**src/rtl/sme_pkg.sv**
```systemverilog
// ----------------------------------------------------------------------------
// sme_pkg
// Shared types and constants of the stack machine executor: command and
// status codes, transaction structs and stack sizing.
// ----------------------------------------------------------------------------
package sme_pkg;

	localparam int STACK_DEPTH = 16;
	localparam int DATA_W      = 16;
	localparam int SP_W        = $clog2(STACK_DEPTH + 1);
	localparam int AW          = $clog2(STACK_DEPTH);

	typedef enum logic [4:0] {
		CMD_RESET   = 5'd0,
		CMD_PRELOAD = 5'd1,
		CMD_START   = 5'd2,
		CMD_PUSH    = 5'd3,
		CMD_JMPIF   = 5'd4,
		CMD_JMPZ    = 5'd5,
		CMD_EQ      = 5'd6,
		CMD_NOT     = 5'd7,
		CMD_AND     = 5'd8,
		CMD_OR      = 5'd9,
		CMD_XOR     = 5'd10,
		CMD_GRT     = 5'd11,
		CMD_ADD     = 5'd12,
		CMD_SUB     = 5'd13,
		CMD_MUL     = 5'd14,
		CMD_DIV     = 5'd15,
		CMD_END     = 5'd16
	} sme_cmd_t;

	typedef enum logic [2:0] {
		ST_OK      = 3'd0,
		ST_UNDER   = 3'd1,
		ST_OVER    = 3'd2,
		ST_DIVZ    = 3'd3,
		ST_IGNORED = 3'd4
	} sme_status_t;

	typedef struct packed {
		logic [4:0]               command;
		logic signed [DATA_W-1:0] operand;
	} sme_in_t;

	typedef struct packed {
		logic signed [DATA_W-1:0] top_value;
		logic [4:0]               stack_count;
		logic [2:0]               status;
		logic                     running;
		logic                     finished;
	} sme_out_t;

endpackage

```
**src/rtl/sme_div.sv**
```systemverilog
// ----------------------------------------------------------------------------
// sme_div
// Serial signed divider, one quotient bit per cycle, truncating toward zero.
// Restarts whenever start is high; done stays high until the next start.
// ----------------------------------------------------------------------------
module sme_div
	import sme_pkg::*;
(
	input  logic                     clk,
	input  logic                     arst_n,
	input  logic                     start,
	input  logic signed [DATA_W-1:0] dividend,
	input  logic signed [DATA_W-1:0] divisor,
	output logic signed [DATA_W-1:0] quotient,
	output logic                     done
);

	localparam int CNT_W = $clog2(DATA_W + 1);

	logic [CNT_W-1:0]  cnt_q;
	logic              busy_q;
	logic              done_q;
	logic              neg_q;
	logic [DATA_W-1:0] rem_q;
	logic [DATA_W-1:0] quo_q;
	logic [DATA_W-1:0] dvs_q;
	logic [DATA_W+1:0] trial;
	logic [DATA_W-1:0] mag_dd;
	logic [DATA_W-1:0] mag_dv;

	assign mag_dd = dividend[DATA_W-1] ? DATA_W'(-dividend) : dividend;
	assign mag_dv = divisor[DATA_W-1] ? DATA_W'(-divisor) : divisor;
	assign trial  = {1'b0, rem_q, quo_q[DATA_W-1]} - {2'b00, dvs_q};

	always_ff @(posedge clk or negedge arst_n) begin
		if (!arst_n) begin
			cnt_q  <= '0;
			busy_q <= 1'b0;
			done_q <= 1'b0;
		end else if (start) begin
			cnt_q  <= CNT_W'(DATA_W);
			busy_q <= 1'b1;
			done_q <= 1'b0;
		end else if (busy_q) begin
			cnt_q <= cnt_q - CNT_W'(1);
			if (cnt_q == CNT_W'(1)) begin
				busy_q <= 1'b0;
				done_q <= 1'b1;
			end
		end
	end

	always_ff @(posedge clk) begin
		if (start) begin
			rem_q <= '0;
			quo_q <= mag_dd;
			dvs_q <= mag_dv;
			neg_q <= dividend[DATA_W-1] ^ divisor[DATA_W-1];
		end else if (busy_q) begin
			if (!trial[DATA_W+1]) begin
				rem_q <= trial[DATA_W-1:0];
				quo_q <= {quo_q[DATA_W-2:0], 1'b1};
			end else begin
				rem_q <= {rem_q[DATA_W-2:0], quo_q[DATA_W-1]};
				quo_q <= {quo_q[DATA_W-2:0], 1'b0};
			end
		end
	end

	assign quotient = neg_q ? DATA_W'(-quo_q) : quo_q;
	assign done     = done_q;

endmodule

```
**src/rtl/stack_machine_executor.sv**
```systemverilog
// ----------------------------------------------------------------------------
// stack_machine_executor
// Microcoded stack machine: a dispatch step picks a short routine in a
// control ROM that drives the stack memory, top register, ALU and divider.
// ----------------------------------------------------------------------------
// execution: binary ops and jmpif read the entry below before their routine
// step; div reads it, starts the divider and waits, or writes zero on a zero
// divisor; a stalled result holds the last step until it clears
// throughput: one transaction executes at a time; the next is taken once the
// microprogram returns to its idle step, while the last result may still wait
// reset: clears stack pointer, flags and sequencer; stack memory is not cleared
// ----------------------------------------------------------------------------
module stack_machine_executor
	import sme_pkg::*;
(
	input  logic     clk,
	input  logic     arst_n,
	input  logic     cmd_valid,
	output logic     cmd_stall,
	input  sme_in_t  cmd,
	output logic     res_valid,
	input  logic     res_stall,
	output sme_out_t res
);

	typedef logic [3:0] upc_t;

	localparam upc_t U_IDLE    = 4'd0;
	localparam upc_t U_FINISH  = 4'd1;
	localparam upc_t U_PUSH    = 4'd2;
	localparam upc_t U_RESET   = 4'd3;
	localparam upc_t U_START   = 4'd4;
	localparam upc_t U_END     = 4'd5;
	localparam upc_t U_CLRSKIP = 4'd6;
	localparam upc_t U_NOT     = 4'd7;
	localparam upc_t U_JMPIF   = 4'd8;
	localparam upc_t U_JPOP    = 4'd9;
	localparam upc_t U_BIN     = 4'd10;
	localparam upc_t U_BALU    = 4'd11;
	localparam upc_t U_DIV     = 4'd12;
	localparam upc_t U_DGO     = 4'd13;
	localparam upc_t U_DWAIT   = 4'd14;
	localparam upc_t U_DZERO   = 4'd15;

	typedef enum logic [3:0] {
		A_NONE, A_PUSH, A_CLEAR, A_START, A_END, A_CLRSKIP, A_NOT,
		A_READ, A_POPTOP, A_ALU, A_DIVGO, A_DIVWB, A_ZEROWB
	} act_t;

	typedef enum logic [2:0] {
		SQ_DISPATCH, SQ_NEXT, SQ_DONE, SQ_JZERO, SQ_WAITDONE
	} seq_t;

	typedef struct packed {
		act_t act;
		seq_t seq;
		upc_t tgt;
	} uword_t;

	function automatic uword_t ucode(upc_t a);
		uword_t w;
		w = '{act: A_NONE, seq: SQ_DONE, tgt: U_IDLE};
		unique case (a)
			U_IDLE:    w = '{act: A_NONE,    seq: SQ_DISPATCH, tgt: U_IDLE};
			U_FINISH:  w = '{act: A_NONE,    seq: SQ_DONE,     tgt: U_IDLE};
			U_PUSH:    w = '{act: A_PUSH,    seq: SQ_DONE,     tgt: U_IDLE};
			U_RESET:   w = '{act: A_CLEAR,   seq: SQ_DONE,     tgt: U_IDLE};
			U_START:   w = '{act: A_START,   seq: SQ_DONE,     tgt: U_IDLE};
			U_END:     w = '{act: A_END,     seq: SQ_DONE,     tgt: U_IDLE};
			U_CLRSKIP: w = '{act: A_CLRSKIP, seq: SQ_DONE,     tgt: U_IDLE};
			U_NOT:     w = '{act: A_NOT,     seq: SQ_DONE,     tgt: U_IDLE};
			U_JMPIF:   w = '{act: A_READ,    seq: SQ_NEXT,     tgt: U_IDLE};
			U_JPOP:    w = '{act: A_POPTOP,  seq: SQ_DONE,     tgt: U_IDLE};
			U_BIN:     w = '{act: A_READ,    seq: SQ_NEXT,     tgt: U_IDLE};
			U_BALU:    w = '{act: A_ALU,     seq: SQ_DONE,     tgt: U_IDLE};
			U_DIV:     w = '{act: A_READ,    seq: SQ_NEXT,     tgt: U_IDLE};
			U_DGO:     w = '{act: A_DIVGO,   seq: SQ_JZERO,    tgt: U_DZERO};
			U_DWAIT:   w = '{act: A_DIVWB,   seq: SQ_WAITDONE, tgt: U_IDLE};
			U_DZERO:   w = '{act: A_ZEROWB,  seq: SQ_DONE,     tgt: U_IDLE};
			default:   w = '{act: A_NONE,    seq: SQ_DONE,     tgt: U_IDLE};
		endcase
		return w;
	endfunction

	upc_t                     upc_q;
	logic [4:0]               cmd_q;
	logic signed [DATA_W-1:0] opnd_q;
	logic [SP_W-1:0]          sp_q;
	logic                     started_q;
	logic                     skip_q;
	logic                     ended_q;
	logic signed [DATA_W-1:0] top_q;
	logic signed [DATA_W-1:0] rd_q;
	sme_status_t              status_q;
	logic                     res_valid_q;
	sme_out_t                 res_q;

	logic signed [DATA_W-1:0] stack_mem [STACK_DEPTH];

	uword_t                   uw;
	logic                     accept;
	logic                     res_busy;
	logic                     exec;
	logic                     finish;
	upc_t                     upc_d;
	upc_t                     entry;
	sme_status_t              entry_st;
	logic [SP_W-1:0]          sp_d;
	logic [SP_W-1:0]          sp_m1;
	logic [SP_W-1:0]          sp_m2;
	logic                     started_d;
	logic                     skip_d;
	logic                     ended_d;
	logic signed [DATA_W-1:0] top_d;
	logic                     wr_en;
	logic [AW-1:0]            wr_addr;
	logic signed [DATA_W-1:0] wr_data;
	logic signed [DATA_W-1:0] alu;
	logic signed [2*DATA_W-1:0] prod;
	logic signed [DATA_W-1:0] quot;
	logic                     div_done;
	logic                     full;
	logic                     has1;
	logic                     has2;

	assign uw        = ucode(upc_q);
	assign cmd_stall = (upc_q != U_IDLE);
	assign accept    = cmd_valid && !cmd_stall;
	assign res_busy  = res_valid_q && res_stall;
	assign sp_m1     = sp_q - SP_W'(1);
	assign sp_m2     = sp_q - SP_W'(2);
	assign full      = (sp_q >= SP_W'(STACK_DEPTH));
	assign has1      = (sp_q != '0);
	assign has2      = (sp_q >= SP_W'(2));

	// dispatch decode
	always_comb begin
		entry    = U_FINISH;
		entry_st = ST_IGNORED;
		if (cmd.command == CMD_RESET) begin
			entry    = U_RESET;
			entry_st = ST_OK;
		end else if (ended_q || cmd.command > CMD_END) begin
			entry    = U_FINISH;
			entry_st = ST_IGNORED;
		end else if (!started_q) begin
			if (cmd.command == CMD_PRELOAD) begin
				entry    = full ? U_FINISH : U_PUSH;
				entry_st = full ? ST_OVER : ST_OK;
			end else if (cmd.command == CMD_START) begin
				entry    = U_START;
				entry_st = ST_OK;
			end
		end else if (skip_q) begin
			if (cmd.command == CMD_JMPZ) begin
				entry    = U_CLRSKIP;
				entry_st = ST_OK;
			end
		end else begin
			case (cmd.command) inside
				CMD_PRELOAD: begin
					entry    = U_FINISH;
					entry_st = ST_IGNORED;
				end
				CMD_START, CMD_JMPZ: begin
					entry    = U_FINISH;
					entry_st = ST_OK;
				end
				CMD_PUSH: begin
					entry    = full ? U_FINISH : U_PUSH;
					entry_st = full ? ST_OVER : ST_OK;
				end
				CMD_JMPIF: begin
					entry    = has1 ? U_JMPIF : U_FINISH;
					entry_st = has1 ? ST_OK : ST_UNDER;
				end
				CMD_NOT: begin
					entry    = has1 ? U_NOT : U_FINISH;
					entry_st = has1 ? ST_OK : ST_UNDER;
				end
				CMD_END: begin
					entry    = U_END;
					entry_st = ST_OK;
				end
				CMD_DIV: begin
					entry    = has2 ? U_DIV : U_FINISH;
					entry_st = !has2 ? ST_UNDER : ((top_q == '0) ? ST_DIVZ : ST_OK);
				end
				default: begin
					entry    = has2 ? U_BIN : U_FINISH;
					entry_st = has2 ? ST_OK : ST_UNDER;
				end
			endcase
		end
	end

	// alu, a is the top and b the entry below
	assign prod = rd_q * top_q;

	always_comb begin
		alu = '0;
		case (cmd_q)
			CMD_EQ:  alu = DATA_W'(top_q == rd_q);
			CMD_AND: alu = DATA_W'((top_q != '0) && (rd_q != '0));
			CMD_OR:  alu = DATA_W'((top_q != '0) || (rd_q != '0));
			CMD_XOR: alu = DATA_W'((top_q != '0) != (rd_q != '0));
			CMD_GRT: alu = DATA_W'(top_q > rd_q);
			CMD_ADD: alu = rd_q + top_q;
			CMD_SUB: alu = rd_q - top_q;
			CMD_MUL: alu = prod[DATA_W-1:0];
			default: alu = '0;
		endcase
	end

	sme_div u_div (
		.clk      (clk),
		.arst_n   (arst_n),
		.start    (uw.act == A_DIVGO),
		.dividend (rd_q),
		.divisor  (top_q),
		.quotient (quot),
		.done     (div_done)
	);

	// sequencer
	always_comb begin
		upc_d  = upc_q;
		exec   = 1'b0;
		finish = 1'b0;
		case (uw.seq)
			SQ_DISPATCH: begin
				if (accept) upc_d = entry;
			end
			SQ_NEXT: begin
				exec  = 1'b1;
				upc_d = upc_q + upc_t'(1);
			end
			SQ_JZERO: begin
				exec  = 1'b1;
				upc_d = (top_q == '0) ? uw.tgt : upc_q + upc_t'(1);
			end
			SQ_DONE: begin
				exec   = !res_busy;
				finish = !res_busy;
			end
			SQ_WAITDONE: begin
				exec   = div_done && !res_busy;
				finish = div_done && !res_busy;
			end
			default: upc_d = U_IDLE;
		endcase
		if (finish) upc_d = U_IDLE;
	end

	// datapath next state
	always_comb begin
		sp_d      = sp_q;
		started_d = started_q;
		skip_d    = skip_q;
		ended_d   = ended_q;
		top_d     = top_q;
		wr_en     = 1'b0;
		wr_addr   = sp_m2[AW-1:0];
		wr_data   = alu;
		if (exec) begin
			case (uw.act)
				A_PUSH: begin
					wr_en   = 1'b1;
					wr_addr = sp_q[AW-1:0];
					wr_data = opnd_q;
					sp_d    = sp_q + SP_W'(1);
					top_d   = opnd_q;
				end
				A_CLEAR: begin
					sp_d      = '0;
					started_d = 1'b0;
					skip_d    = 1'b0;
					ended_d   = 1'b0;
					top_d     = '0;
				end
				A_START:   started_d = 1'b1;
				A_END:     ended_d = 1'b1;
				A_CLRSKIP: skip_d = 1'b0;
				A_NOT: begin
					wr_en   = 1'b1;
					wr_addr = sp_m1[AW-1:0];
					wr_data = DATA_W'(top_q == '0);
					top_d   = DATA_W'(top_q == '0);
				end
				A_POPTOP: begin
					sp_d   = sp_m1;
					skip_d = (top_q != '0);
					top_d  = (sp_m1 == '0) ? '0 : rd_q;
				end
				A_ALU: begin
					wr_en   = 1'b1;
					wr_data = alu;
					sp_d    = sp_m1;
					top_d   = alu;
				end
				A_DIVWB: begin
					wr_en   = 1'b1;
					wr_data = quot;
					sp_d    = sp_m1;
					top_d   = quot;
				end
				A_ZEROWB: begin
					wr_en   = 1'b1;
					wr_data = '0;
					sp_d    = sp_m1;
					top_d   = '0;
				end
				default: ;
			endcase
		end
	end

	always_ff @(posedge clk or negedge arst_n) begin
		if (!arst_n) begin
			upc_q       <= U_IDLE;
			sp_q        <= '0;
			started_q   <= 1'b0;
			skip_q      <= 1'b0;
			ended_q     <= 1'b0;
			top_q       <= '0;
			res_valid_q <= 1'b0;
		end else begin
			upc_q     <= upc_d;
			sp_q      <= sp_d;
			started_q <= started_d;
			skip_q    <= skip_d;
			ended_q   <= ended_d;
			top_q     <= top_d;
			if (finish) begin
				res_valid_q <= 1'b1;
			end else if (!res_stall) begin
				res_valid_q <= 1'b0;
			end
		end
	end

	always_ff @(posedge clk) begin
		if (accept) begin
			cmd_q    <= cmd.command;
			opnd_q   <= cmd.operand;
			status_q <= entry_st;
		end
		if (finish) begin
			res_q.top_value   <= top_d;
			res_q.stack_count <= 5'(sp_d);
			res_q.status      <= status_q;
			res_q.running     <= started_d && !ended_d;
			res_q.finished    <= ended_d;
		end
	end

	// stack memory
	always_ff @(posedge clk) begin
		if (wr_en) stack_mem[wr_addr] <= wr_data;
		if (exec && uw.act == A_READ) rd_q <= stack_mem[sp_m2[AW-1:0]];
	end

	assign res_valid = res_valid_q;
	assign res       = res_q;

	a_sp_range: assert property (@(posedge clk) disable iff (!arst_n)
		sp_q <= SP_W'(STACK_DEPTH))
		else $error("stack pointer beyond depth");

	a_empty_top: assert property (@(posedge clk) disable iff (!arst_n)
		res_valid |-> (res.stack_count != '0 || res.top_value == '0))
		else $error("nonzero top on empty stack");

	a_run_fin: assert property (@(posedge clk) disable iff (!arst_n)
		res_valid |-> !(res.running && res.finished))
		else $error("running and finished together");

	a_dispatch: assert property (@(posedge clk) disable iff (!arst_n)
		accept |=> (upc_q != U_IDLE))
		else $error("accepted transaction not dispatched");

	a_divz_zero: assert property (@(posedge clk) disable iff (!arst_n)
		(res_valid && res.status == ST_DIVZ) |-> (res.top_value == '0))
		else $error("divide by zero result not zero");

endmodule

```
**config.mk**
```make
export PLATFORM = sky130hd
export DESIGN_NAME = stack_machine_executor
export DESIGN_NICKNAME = d
export VERILOG_FILES = /design/src/rtl/sme_pkg.sv /design/src/rtl/sme_div.sv /design/src/rtl/stack_machine_executor.sv
export SDC_FILE = /design/constraint.sdc
export NUM_CORES = 1
export LEC_CHECK = 0
export BUFFER_PORTS_ARGS = -buffer_cell sky130_fd_sc_hd__buf_2
export CAP_MARGIN = 20
export CORE_ASPECT_RATIO = 0.5
export CORE_MARGIN = 5
export CORE_UTILIZATION = 45
export DETAILED_ROUTE_END_ITERATION = 8
export GPL_TIMING_DRIVEN = 1
export SYNTH_ARGS = -nofsm -noshare
export SYNTH_HDL_FRONTEND = slang
export SYNTH_SLANG_ARGS = --single-unit
```
**constraint.sdc**
```tcl
create_clock -name clk -period 11.2 [get_ports clk]
set_input_delay 0.56 -clock clk [delete_from_list [all_inputs] [get_ports clk]]
set_output_delay 0.56 -clock clk [all_outputs]
set_load 0.03 [all_outputs]
```
==> results of run 1 <==
kinds of logic (layout without fill, tap and decap cells):
kind of cell / Yosys count / after routing
fa+ha+maj: 211 / 211
buf+inv: 308 / 368
flops: 407 / 407
compound gates: 367 / 367
xor+xnor: 108 / 108
simple gates: 534 / 534
mux: 110 / 110
stage by stage:
step | area, µm² | setup slack (ns) | hold WS (ns) | instances | util [%]
after floorplan | 24400 | 4.91 | 0.264 | 2045 | -
after global placement | 25400 | 4.16 | 0.405 | 2740 | 47.4
after detailed placement | 25400 | 3.98 | 0.419 | 2740 | 47.4
after CTS | 26800 | 3.95 | 0.149 | 2812 | 49.9
after global routing | 26900 | 4.03 | 0.147 | 2818 | 50.0
final | 26900 | 4.22 | 0.173 | 2818 | 50.0
routing by layer:
layer  vias to the layer above  track usage, %  routed length (µm)
li1                       7428               -                   -
met1                      8249            32.1               29400
met2                       646            33.6               29000
met3                        98            3.48                4910
met4                         2            5.81                1680
met5                         -               0                  13
layout make-up:
type | count | share of cell area [%]
repair buffers | 93 | 2.28
clock buffers | 45 | 3.72
clock inverters | 27 | 1.30
multi-input cells | 1330 | 42.3
well taps | 713 | 3.32
flip-flops and latches | 407 | 44.3
inverters | 203 | 2.84
how the worst max path moves through the flow:
stage | start | endpoint | slack [ns]
6_report | rd_q[5]$_DFFE_PP_ | stack_mem[5][15]$_DFFE_PP_ | 4.22
5_1_grt | rd_q[1]$_DFFE_PP_ | stack_mem[0][15]$_DFFE_PP_ | 4.03
4_1_cts | rd_q[5]$_DFFE_PP_ | stack_mem[12][14]$_DFFE_PP_ | 3.95
3_5_place_dp | rd_q[5]$_DFFE_PP_ | stack_mem[11][14]$_DFFE_PP_ | 3.98
3_3_place_gp | rd_q[5]$_DFFE_PP_ | stack_mem[11][14]$_DFFE_PP_ | 4.16
2_1_floorplan | top_q[1]$_DFF_PN0_ | stack_mem[0][14]$_DFFE_PP_ | 4.91
registers in the layout (all words and copies together), names as in the netlist, 4 cells and up:
signal	count
top_q	16
u_div.dvs_q	16
u_div.cnt_q	5
u_div.rem_q	16
res	26
u_div.quo_q	16
rd_q	16
stack_mem	256
sp_q	5
cmd_q	5
opnd_q	16
upc_q	4
where the power goes:
part	leakage, nW	switching [mW]	internal, mW
Combinational	5.57	1.88	1.24
Clock	0.661	0.606	0.795
Sequential	3.86	0.150	1.82
placed cells by master (no fill, tap or decap), types with 10 or more instances in the layout:
| cell | synthesis | routed |
|---|---|---|
| sky130_fd_sc_hd__dfrtp_1 | 36 | 34 |
| sky130_fd_sc_hd__a21oi_1 | 87 | 87 |
| sky130_fd_sc_hd__xnor2_1 | 74 | 74 |
| sky130_fd_sc_hd__o31ai_1 | 23 | 23 |
| sky130_fd_sc_hd__nand3_1 | 28 | 28 |
| sky130_fd_sc_hd__xor2_1 | 33 | 32 |
| sky130_fd_sc_hd__mux2i_1 | 17 | 17 |
| sky130_fd_sc_hd__dfxtp_1 | 16 | 16 |
| sky130_fd_sc_hd__a31oi_1 | 12 | 12 |
| sky130_fd_sc_hd__o21a_1 | 13 | 13 |
| sky130_fd_sc_hd__o21ai_0 | 100 | 100 |
| sky130_fd_sc_hd__nand4_1 | 12 | 12 |
| sky130_fd_sc_hd__inv_1 | 200 | 200 |
| sky130_fd_sc_hd__mux4_2 | 82 | 82 |
| sky130_fd_sc_hd__mux2_2 | 10 | 10 |
| sky130_fd_sc_hd__nand2b_1 | 23 | 23 |
| sky130_fd_sc_hd__buf_2 | 17 | 52 |
| sky130_fd_sc_hd__buf_4 | 1 | 36 |
| sky130_fd_sc_hd__ha_1 | 130 | 130 |
| sky130_fd_sc_hd__a211oi_1 | 11 | 11 |
| sky130_fd_sc_hd__a221oi_1 | 14 | 14 |
| sky130_fd_sc_hd__nor2_1 | 130 | 113 |
| sky130_fd_sc_hd__nor2b_1 | 25 | 25 |
| sky130_fd_sc_hd__o22ai_1 | 11 | 11 |
| sky130_fd_sc_hd__nor3_1 | 31 | 29 |
| sky130_fd_sc_hd__edfxtp_1 | 355 | 355 |
| sky130_fd_sc_hd__nor2_2 | 1 | 18 |
| sky130_fd_sc_hd__clkbuf_16 | 0 | 39 |
| sky130_fd_sc_hd__nand2_1 | 183 | 183 |
| sky130_fd_sc_hd__fa_1 | 81 | 81 |
| sky130_fd_sc_hd__and2_1 | 42 | 42 |
timing repair:
item | in CTS | in global routing
hold buffers | 0 | 1
hold endpoints to repair | 0 | 4
resized for setup | 0 | 0
==> results.toml, run 1 <==
[synth]
syn_area_per_cell_um2 = 11.9
synth_top_cells_by_area = "sky130_fd_sc_hd__edfxtp_1 44%, sky130_fd_sc_hd__mux4_2 7.6%, sky130_fd_sc_hd__ha_1 6.7%, sky130_fd_sc_hd__fa_1 6.7%, sky130_fd_sc_hd__dfrtp_1 3.7%"
syn-cell-area_um2 = 24400
synthXorXnorAreaFrac_pct = 3.94
post_synth_num_cell_types = 93
synthMuxAreaShare_pct = 8.78
synth_commonest_cells = "355 x sky130_fd_sc_hd__edfxtp_1, 200 x sky130_fd_sc_hd__inv_1, 183 x sky130_fd_sc_hd__nand2_1"
synth-adder-area-share_pct = 13.3
synth_ff_type = "sky130_fd_sc_hd__edfxtp_1"
synthCells = 2045
synth_seq_cells = 407
yosysWarningCount = 0
dominant_combinational_cell_family_by_area_after_synthesis = "adder cells"
synth_top_area_cell = "sky130_fd_sc_hd__edfxtp_1"
synth-compound-area-share_pct = 9.73
post-synth-top-count-cell = "sky130_fd_sc_hd__edfxtp_1"
synth-seq-area-share_pct = 48.7
async_reset_ff_share_pct = 8.85
number_of_synthesized_flops_with_an_enable_pin = 355
synth_top_cell_area_share_pct = 43.7
synthSimpleGateAreaFrac_pct = 10.6
synthesis.nets = 2281

[timing]
maxSlewViolCount = 0
final.period_utilization_pct = 62.3
final_number_of_hold_violating_endpoints = 0
final.setup.tns_ns = 0
max_freq_mhz = 143
timing.final.crit_period_ns = 6.98
worst-slew-pin-transition_ns = 1.09
grt_setup_unrepaired = "false"
final.setup_skew_ns = 0.0313
worst_slew_margin_rel_pct = 27.3
setup_viol_count_final = 0

[critical_path]
cp_slowest_cell = "sky130_fd_sc_hd__edfxtp_1"
reg2reg_slack_ns = 4.22
critPathMaxStageDelay_ns = 0.80
critical_path.cell_chain = "ha_1 > xnor2_1 > ha_1 > a31oi_1 > fa_1 > fa_1 > fa_1 > inv_1 > fa_1 > inv_1 > fa_1 > inv_1 > ha_1 > a21o_1 > a21o_1 > o211ai_1 > a21boi_0 > nor3_1 > o31a_1"
worst_path_most_repeated_cell = "sky130_fd_sc_hd__fa_1"
crit_path_max_fanout = 17
worst_ep_arrival_time_ns = 7.24
criticalPathCategory = "flip-flop to flip-flop"
regToRegStartpoint = "rd_q[5]$_DFFE_PP_"
worstReg2RegEnd = "stack_mem[5][15]$_DFFE_PP_"
worstPathRequired_ns = 11.46
setup.worst_path.end_class = "flip-flop"
worst_path_dominant_cell_family = "adder cells"
worst-path-buf-inv = 3
worst-r2r-cell-count = 19
crit_cells = 19
worstSetupStartpointType = "flip-flop"

[run_status]
run_status = "completed"

[routing]
first_pass_iters = 6
vias = 16400
finalWirelength_mm = 65.0
ant_nets = 0
routed_via_density = 5.83
drt_iter0_markers = 1648
route.detailed.drc = 0
avgRoutedWirePerCell_um = 23.1

[cells_and_area]
multiInputGateArea_um2 = 11400
insertedDiodeCount = 0
layout_cells_sized_above_1_pct = 13.6
num-nets-final = 2310
synthToLayoutAreaGrowth_pct = 10.2
seq_area_um2 = 11900
filler_cell_count = 4652

[placed_design]
gp_congestion = 0.936
port-buffer-count = 52
hpwlAfterDp_mm = 45.5

[global_route]
remaining_global_route_overflow = 0
antenna_found_initial = 1
first_global_vias = 16000
globalRouteTotalUtil_pct = 21.7
grt_first_pass_wirelength_mm = 99.1
grt_start_max_net_pins = 72

[power_and_ir_drop]
report.power.total_mw = 6.49
ir_drop_mv = 0.179
power_density_nw_per_um2 = 242
cellLeakagePower_nw = 10.1

[die]
start_util_pct = 45.4
die_y_um = 175
core_region_area_um2 = 53700
design.die.area_um2 = 59200
floorplan.rows = 60
die_span_x_um = 339
top_level_ports = 53

[worst_hold_path]
hold_path_depth = 1
min_to = "opnd_q[3]$_DFFE_PP_"
hp-class = "input port to flip-flop"
min-delay-start = "cmd[3]"

[clocking]
clock_sinks = 407
maximum_clock_insertion_buffer_count = 3
clk_latency_ns = 0.57
tritoncts = "yes"
clkSlewWorstSetupHoldPaths_ns = 0.07
clock_root_buffer = "sky130_fd_sc_hd__clkbuf_16"
number_of_buffers_created_by_cts = 39
h-tree-depth = 2
post-cts-setup-buffers = 0

[run]
drv.max_cap_violation_count = 0
(Power assumes the default switching activity.)
==> inputs of run 2 (changes only) <==
==> constraint.sdc (replaced) <==
create_clock -name clk -period 7.1 [get_ports clk]
set_input_delay 0.355 -clock clk [delete_from_list [all_inputs] [get_ports clk]]
set_output_delay 0.355 -clock clk [all_outputs]
set_load 0.03 [all_outputs]
==> run 2 against run 1 <==
Against the previous run: clock skew shrank 0.0060 ns; final area grew 1.6%; total power is 57% higher; non-clock buffer count is 54 higher.
==> results.toml, run 2 (synthesis results as in run 1) <==
[global_route]
grt_start_max_net_pins = 72
antenna_found_initial = 9
first_global_vias = 16300
grt_first_pass_wirelength_mm = 101
remaining_global_route_overflow = 0
globalRouteTotalUtil_pct = 22.2

[clocking]
tritoncts = "yes"
clk_latency_ns = 0.57
clkSlewWorstSetupHoldPaths_ns = 0.06
h-tree-depth = 2
clock_root_buffer = "sky130_fd_sc_hd__clkbuf_16"
cts_repair_resize_count = 0
number_of_buffers_created_by_cts = 39
clock_sinks = 407
maximum_clock_insertion_buffer_count = 3

[critical_path]
worstSetupStartpointType = "flip-flop"
worstPathRequired_ns = 7.37
criticalPathCategory = "flip-flop to flip-flop"
worst_ep_arrival_time_ns = 6.93
crit_path_max_fanout = 16
setup.worst_path.end_class = "flip-flop"

[timing]
final.period_utilization_pct = 93.7
maxSlewViolCount = 0
final.setup_skew_ns = 0.0253
final.setup.tns_ns = 0
final_number_of_hold_violating_endpoints = 0
max_freq_mhz = 150
worst-slew-pin-transition_ns = 1.06
grt_setup_unrepaired = "false"
setup_viol_count_final = 0
timing.final.crit_period_ns = 6.65
worst_slew_margin_rel_pct = 29.2

[routing]
drt_iter0_markers = 1627
vias = 16600
first_pass_iters = 6
avgRoutedWirePerCell_um = 23.2
routed_via_density = 5.79
finalWirelength_mm = 66.7
ant_nets = 0
route.detailed.drc = 0

[cells_and_area]
max_ffs_per_register = 256
insertedDiodeCount = 0
largest_reg_by_ff_count = "stack_mem"
synthToLayoutAreaGrowth_pct = 11.9
num-nets-final = 2364
layout.cells.most_common_list = "355 x sky130_fd_sc_hd__edfxtp_1, 200 x sky130_fd_sc_hd__inv_1, 183 x sky130_fd_sc_hd__nand2_1, 130 x sky130_fd_sc_hd__ha_1, 113 x sky130_fd_sc_hd__nor2_1"
layout_cells_sized_above_1_pct = 14.9
mostFrequentLayoutCell = "sky130_fd_sc_hd__edfxtp_1"
post_route_insts_no_fill = 2872

[power_and_ir_drop]
power_density_nw_per_um2 = 374
ir_drop_mv = 0.531
cellLeakagePower_nw = 10.3

[die]
design.die.area_um2 = 59200
core_region_area_um2 = 53700
top_level_ports = 53
start_util_pct = 45.4
die_span_x_um = 339
floorplan.rows = 60
die_y_um = 175

[run_status]
run_status = "completed"

[placed_design]
placedCellCount = 2779
gp_congestion = 0.968
port-buffer-count = 52
hpwlAfterDp_mm = 47.6

[run]
drv.max_cap_violation_count = 0

[worst_hold_path]
hp-class = "input port to flip-flop"
-- run 2: cell count changes in the layout (fill, tap and decap cells not counted), sizes merged --
cell and delta:
clkbuf +2, clkinv -3, clkinvlp +1, dlygate4sd3 +16
buf +39, bufinv -1
-- run 2: area by class of cell --
class / count / area (µm²)
Clock buffer: 48 / 1010
Clock inverter: 24 / 302
Fill cell: 4616 / 26400
Inverter: 203 / 762
Multi-Input combinational cell: 1330 / 11400
Sequential cell: 407 / 11900
Tap cell: 713 / 892
Timing Repair Buffer: 147 / 1070
-- run 2: what timing repair did --
action	CTS	global route
setup buffers	0	0
hold buffers	17	0
setup endpoints to repair	0	0
endpoints found under the hold margin	52	0
-- run 2: layer usage --
| metal | share of wire [%] | track usage, % |
|---|---|---|
| met4 | 2.8 | 5.77 |
| met1 | 44 | 32.2 |
| met2 | 45 | 34.8 |
| met3 | 8.4 | 4.42 |
| met5 | 0 | 0 |
-- run 2: final timing paths --
path	start	to	slack [ns]	depth (start not counted)
setup / recovery	top_q[7]$_DFF_PN0_	stack_mem[8][15]$_DFFE_PP_	0.45	19
hold / removal	cmd[19]	cmd_q[3]$_DFFE_PP_	0.14	1
setup reg to reg	top_q[7]$_DFF_PN0_	stack_mem[8][15]$_DFFE_PP_	0.45	19
hold reg to reg	status_q[1]$_SDFFCE_PP0P_	res[3]$_DFFE_PP_	0.43	0
max in group asynchronous	arst_n	sp_q[0]$_DFF_PN0_	6.14	3
min in group asynchronous	arst_n	u_div.cnt_q[3]$_DFFE_PN0P_	0.44	3
-- run 2: per-stage QoR --
| step | power [mW] | util [%] | cell area, µm² | hold WS [ns] | setup slack, ns |
|---|---|---|---|---|---|
| 6_report | 10.2 | 50.8 | 27300 | 0.143 | 0.449 |
| 5_1_grt | 10.9 | 50.8 | 27300 | 0.127 | 0.198 |
| 4_1_cts | 10.3 | 50.7 | 27200 | 0.123 | 0.101 |
| 3_5_place_dp | 8.04 | 47.9 | 25700 | 0.410 | 0.153 |
| 3_3_place_gp | 8.02 | 47.9 | 25700 | 0.403 | 0.233 |
| 2_1_floorplan | 6.54 | - | 24400 | 0.0594 | 0.813 |
-- run 2: worst max-delay path, stage by stage (launching register included) --
cell,delay (ns)
sky130_fd_sc_hd__dfrtp_1,0.64
sky130_fd_sc_hd__buf_4,0.24
sky130_fd_sc_hd__ha_1,0.22
sky130_fd_sc_hd__inv_1,0.10
sky130_fd_sc_hd__fa_1,0.54
sky130_fd_sc_hd__fa_1,0.54
sky130_fd_sc_hd__inv_1,0.07
sky130_fd_sc_hd__fa_1,0.50
sky130_fd_sc_hd__fa_1,0.50
sky130_fd_sc_hd__inv_1,0.06
sky130_fd_sc_hd__fa_1,0.45
sky130_fd_sc_hd__fa_1,0.41
sky130_fd_sc_hd__xnor2_1,0.19
sky130_fd_sc_hd__xnor2_1,0.15
sky130_fd_sc_hd__xnor2_1,0.16
sky130_fd_sc_hd__xnor2_1,0.14
sky130_fd_sc_hd__xnor3_1,0.42
sky130_fd_sc_hd__a21boi_0,0.13
sky130_fd_sc_hd__nor3_1,0.30
sky130_fd_sc_hd__o31a_1,0.56
-- run 2: power breakdown --
| group | switching [mW] | internal (mW) |
|---|---|---|
| Sequential | 0.150 | 2.87 |
| Combinational | 2.97 | 2.04 |
| Clock | 0.963 | 1.22 |
| Total | 4.08 | 6.12 |
